$ cat src/rtl/tgcs_pkg.sv
// shared constants and types of the text grid cursor and scroll block
package tgcs_pkg;

	localparam int MAX_COLS = 128;
	localparam int MAX_ROWS = 64;

	localparam int ACT_W    = 3;
	localparam int CODE_W   = 8;
	localparam int COL_W    = 8;
	localparam int ROW_W    = 6;
	localparam int CFG_COLS_W = 8;
	localparam int CFG_ROWS_W = 7;
	localparam int CFG_IDX_W  = 2;
	localparam int CFG_DATA_W = 8;

	localparam int CIDX_W = $clog2(MAX_COLS);
	localparam int ADDR_W = $clog2(MAX_COLS * MAX_ROWS);

	localparam logic [CFG_COLS_W-1:0] COLS_RESET = CFG_COLS_W'(80);
	localparam logic [CFG_ROWS_W-1:0] ROWS_RESET = CFG_ROWS_W'(25);

	localparam logic [ACT_W-1:0] ACT_PUT  = ACT_W'(0);
	localparam logic [ACT_W-1:0] ACT_CR   = ACT_W'(1);
	localparam logic [ACT_W-1:0] ACT_LF   = ACT_W'(2);
	localparam logic [ACT_W-1:0] ACT_MOVE = ACT_W'(3);
	localparam logic [ACT_W-1:0] ACT_READ = ACT_W'(4);

	localparam logic [CFG_IDX_W-1:0] CFG_COLS = CFG_IDX_W'(0);
	localparam logic [CFG_IDX_W-1:0] CFG_ROWS = CFG_IDX_W'(1);

	typedef struct packed {
		logic capture;
		logic exec;
		logic sweep_all;
		logic sweep_row;
		logic write_put;
		logic load_out;
	} ctl_cmd_t;

	typedef struct packed {
		logic scroll;
		logic is_put;
		logic all_last;
		logic row_last;
		logic out_free;
	} dp_stat_t;

endpackage

$ cat src/rtl/tgcs_ctrl.sv
// sequencing state machine of the grid block
module tgcs_ctrl (
	input  logic               clk,
	input  logic               arst_n,
	input  logic               in_valid,
	output logic               in_ready,
	input  tgcs_pkg::dp_stat_t stat,
	output tgcs_pkg::ctl_cmd_t cmd
);
	import tgcs_pkg::*;

	typedef enum logic [2:0] {
		S_INIT,
		S_IDLE,
		S_EXEC,
		S_CLEAR,
		S_WRITE,
		S_RESULT
	} state_t;

	state_t state_q;

	always_ff @(posedge clk or negedge arst_n) begin
		if (!arst_n) begin
			state_q <= S_INIT;
		end else begin
			case (state_q)
				S_INIT: begin
					if (stat.all_last) state_q <= S_IDLE;
				end
				S_IDLE: begin
					if (in_valid) state_q <= S_EXEC;
				end
				S_EXEC: begin
					state_q <= stat.scroll ? S_CLEAR : S_RESULT;
				end
				S_CLEAR: begin
					if (stat.row_last) state_q <= stat.is_put ? S_WRITE : S_RESULT;
				end
				S_WRITE: begin
					state_q <= S_RESULT;
				end
				S_RESULT: begin
					if (stat.out_free) state_q <= S_IDLE;
				end
				default: begin
					state_q <= S_IDLE;
				end
			endcase
		end
	end

	assign in_ready = (state_q == S_IDLE);

	always_comb begin
		cmd           = '0;
		cmd.capture   = (state_q == S_IDLE) && in_valid;
		cmd.exec      = (state_q == S_EXEC);
		cmd.sweep_all = (state_q == S_INIT);
		cmd.sweep_row = (state_q == S_CLEAR);
		cmd.write_put = (state_q == S_WRITE);
		cmd.load_out  = (state_q == S_RESULT) && stat.out_free;
	end
endmodule

$ cat config.mk
export PLATFORM = sky130hd
export DESIGN_NAME = tgcs_ctrl
export DESIGN_NICKNAME = d
export VERILOG_FILES = /design/src/rtl/tgcs_pkg.sv /design/src/rtl/tgcs_ctrl.sv
export SDC_FILE = /design/constraint.sdc
export NUM_CORES = 1
export LEC_CHECK = 0
export ABC_AREA = 1
export BUFFER_PORTS_ARGS = -buffer_cell sky130_fd_sc_hd__buf_2
export CAP_MARGIN = 20
export CORE_AREA = 2 2 39 41
export CTS_CLUSTER_DIAMETER = 50
export DETAILED_ROUTE_END_ITERATION = 8
export DIE_AREA = 0 0 41 43
export PLACE_DENSITY = 0.51
export REMOVE_ABC_BUFFERS = 1
export SLEW_MARGIN = 15
export SYNTH_ARGS = -nofsm -noshare
export SYNTH_HDL_FRONTEND = slang
export SYNTH_SLANG_ARGS = --single-unit
$ cat constraint.sdc
create_clock -name clk -period 1.1 [get_ports clk]
set_input_delay 0.22 -clock clk [delete_from_list [all_inputs] [get_ports clk]]
set_output_delay 0.22 -clock clk [all_outputs]
set_load 0.05 [all_outputs]
Word-level counts from Yosys, hierarchy flattened
Cells that the tools add are included.
{ "totals": {"register_bits": 3, "out_inout_bits": 7} }
{ "op_classes": {"n_eq_ne": 9, "muxes": 7, "reduce_logical": 4} }
{ "op_table": {"columns": ["operator", "n"], "rows": [
  ["3-bit one-hot mux with 6 select lines", 1],
  ["3-bit 2-to-1 mux", 5],
  ["2-bit != test, second input constant", 4],
  ["3-bit by 2-bit equality test with 1-bit output, second input constant", 2],
  ["3-bit equality test, second input constant", 2],
  ["4-bit AND reduction", 1],
  ["3-bit by 1-bit equality test with 1-bit output, second input constant", 1],
  ["3-bit zero test", 1],
  ["1-bit logical AND", 2],
  ["1-bit 2-to-1 mux", 1]
]} }

Depth between registers and ports, before layout
{ "depth": {"depth_word": 3, "mapped_depth": 7, "ltp_nobuf": 7} }

Worst setup path after synthesis
OpenSTA, ideal clock, no wires.
{ "synth_path": {"kind": "reg-to-output", "start": "register state_q[2]", "end": "output port cmd[0] in the netlist's numbering", "path_slack_ns": -1.140, "t_arrival_ns": 2.020, "path_buffers": 0, "path_stages_with_launch": 3, "cell_sequence": "dfrtp_1 -> inv_2 -> nor4_1"} }
{ "synth_rtl": {"columns": ["item", "line_no", "source"], "rows": [
  ["start, declared", "tgcs_ctrl.sv:21", "state_t state_q;"],
  ["start signal, assigned", "tgcs_ctrl.sv:35", "state_q <= stat.scroll ? S_CLEAR : S_RESULT;"],
  ["start signal, assigned", "tgcs_ctrl.sv:38", "if (stat.row_last) state_q <= stat.is_put ? S_WRITE : S_RESULT;"],
  ["end, declared", "tgcs_ctrl.sv:8", "output tgcs_pkg::ctl_cmd_t cmd"]
]} }

==> impl_results.md <==
* Status: complete, but fails checks
* Failing checks: setup timing
* DP Cell Count at 82
* Worst path top cell family by delay: flip-flops
* Starting Density at 0.181
* Post-synth ARST share at 1.00
* CTS Buffer Depth at 2
* Inserted Clock Buffers at 3
* Finished Layout Cells at 91
* Post-synth EDFFs at 0
* DRC viols at 0
* Nets at 84
* Max-cap violations at 0
* # port buffers at 14
* Post-Route WL at around 850 um
* Placed cell areas at 408 sq um
* Final worst-path cycle share at 1.28
* Synth-to-Final Area Change at 127%
* First-pass GRT wire length at between 1000 and 1500 um
* Wire per inst at 9.29 um
* Worst-case hold slack at approximately 280 ps
* Top cells by area, synth: dfrtp_1 30%, nand2_1 19%, inv_1 12%, nand3_1 8.0%, nor2_2 7.5%
* Worst flop-to-flop path startpoint: state_q[1]
* Setup CP Type: reg2out
* Final setup vio count at 10
* Worst stage delay on the critical path at 450 ps
* Worst hold stages at 4
* Clk Latency, worst-skew pair at 230 ps
* Final std cell area, no fill at around 570 sq um
* Worst hold path startpoint: stat[3]
* Static leakage at about 0.32 nW
* Top cell type by total area after synthesis: dfrtp_1
* Antenna violations before repair at 0
* Worst setup EP type: output pin
* Worst-path cell chain: nor4_2, buf_4
* Power per Cell Area at 3170 nW/um^2
* Initial DRT Pass Iterations at 4
* All-Layer GR Usage at 0.121
* CTS tree: yes
* Grt ovf at 0
* Final Max Tran Viols at 0
* Hold Crit Class: in2reg
* Yosys warning count at 0
* Largest registers: state_q x3
* Crit-path max FO at 7
* ANT cells at 0
* R2R Setup Slk at -140 ps
* Core area at approximately 1400 sq um
* Number of flip-flops in the largest register at 3
* Post-DP HPWL at 544 um
* CTS root buffer: clkbuf_4
* Fmax at approximately 0.71 GHz
* Slew @ Worst Pin at 200 ps
* IR Drop Worst-Case VDD at 0.00111 V
* Detail Route Antenna Nets at 0
* Final WS setup at -303 ps
* Hold Path End: state_q[0]
* Biggest register: state_q
* Unrepaired setup endpoints after global routing: yes
* Std-Cell Rows at 14
* Reg2reg end: state_q[2]
* Pin count of the biggest net entering global routing at 8
* Final Skew at between 0.2 and 0.3 ps
* Buf/Inv on CP at 1
* Final min period at ~1400 ps
* H-tree lvl count at 1
* Initial DRC count at 6
* Crit path arrival time at 1180 ps
* Post-synthesis sequential area ratio at 0.300
* Top FF cell, synth: dfrtp_1
* Startpoint Class: flop
* Post-synthesis cell area at 250 sq um
* Synthesized flop and latch total at 3
* Via Count at roughly 380
* Fin Setup TNS at -2170 ps
* # IOs at 15
* Worst EP required at 880 ps
* Number of global-route vias before repair at 398
* Power, Total at 1.81 mW
* Final hold vios at 0
* CTS Sinks at 3
* Max_slew headroom at 0.866
* GP Congestion at approximately 0.74
* Post-Synthesis Cells at 43
* Vias per Instance at between 4 and 5
* Clk slew on worst S/H paths at 40 ps
* Die width at 41 um
* Syn avg cell area at 5.82 sq um
* R2R depth at 7
* Die Height at 43 um
* Synth top cells by count: 13 x nand2_1, 8 x inv_1, 4 x nand3_1
* Slowest stage cell, crit path: dfrtp_2
* CP Launch Point: state_q[1]
* Area of the die at between 1500 and 2000 sq um
* Yosys top cell area share at 0.300
* Layout cell share with drive strength beyond 1 at 0.600
* Yosys cell types at 13
* Most common cell in the netlist: nand2_1
## logic make-up (layout without fill, tap and decap cells)
group	Yosys count	after routing	synth area share
buffers and inverters	11	43	0.165
DFF	3	3	0.300
AOI/OAI and AO/OA	3	3	0.0600
and+or+nand+nor	26	26	0.475
## stage by stage
step	util	setup WS [ps]
after floorplan	-	-1140
after global placement	0.295	-206
after detailed placement	0.295	-177
after CTS	0.383	-315
after global routing	0.411	-364
final	0.411	-303
## metal layers
metal,vias up,routed length [um],GRT usage
met2,9,461,0.188
met5,-,0,0
met1,177,298,0.110
li1,194,-,-
met3,4,47,0.0628
met4,0,37,0.0933
## final cells by class
type / instances / area, sq um
clock buffer: 4 / 26.3
fill: 142 / 815
inverter: 11 / 43.8
multi-input combinational: 29 / 168
sequential: 3 / 78.8
tap: 16 / 20.0
timing repair buffer: 28 / 233
## cells in the final DEF, fill, tap and decap left out
| cell | n |
|---|---|
| buf_4 | 14 |
| nand2_1 | 12 |
| inv_1 | 7 |
| buf_2 | 7 |
| nand3_1 | 4 |
| buf_8 | 4 |
| nor2_4 | 3 |
| inv_2 | 3 |
| clkbuf_4 | 3 |
| dfrtp_2 | 3 |
| nor2_2 | 2 |
| o21ai_0 | 2 |
| buf_6 | 2 |
| inv_4 | 1 |
| nand2_4 | 1 |
| nor3_1 | 1 |
| nor4_2 | 1 |
| nand2_2 | 1 |
| nand4_1 | 1 |
| o21ai_1 | 1 |
| clkbuf_1 | 1 |
| dlygate4sd3_1 | 1 |
## worst reg2reg max path: cells and delay by family, from the launching register on
kind / cells / cell delay (ps)
flip-flops: 1 / 450
AND/OR/NAND/NOR: 5 / 380
buffers and inverters: 2 / 300
## worst max-delay path by stage
stage               endpoint  slack [ps]  depth (start not counted)
floorplan             cmd[0]       -1140                          2
global placement      cmd[0]        -210                          3
detailed placement    cmd[5]        -180                          5
CTS                   cmd[5]        -320                          5
global route          cmd[5]        -360                          4
finish                cmd[0]        -300                          2
## report_power, final
part | switching, mW | internal [mW]
Sequential | 0.0938 | 0.170
Combinational | 0.766 | 0.585
Clock | 0.0550 | 0.136
Total | 0.915 | 0.890
## what timing repair did
item / CTS / global route
hold buffers: 1 / 0
pin swaps: 3 / 2
gates cloned: 0 / 0
resized for setup: 20 / 10
endpoints found under the hold margin: 3 / 0
buffers inserted: 3 / 1
setup endpoints to repair: 10 / 10
(Power assumes the default switching activity.)
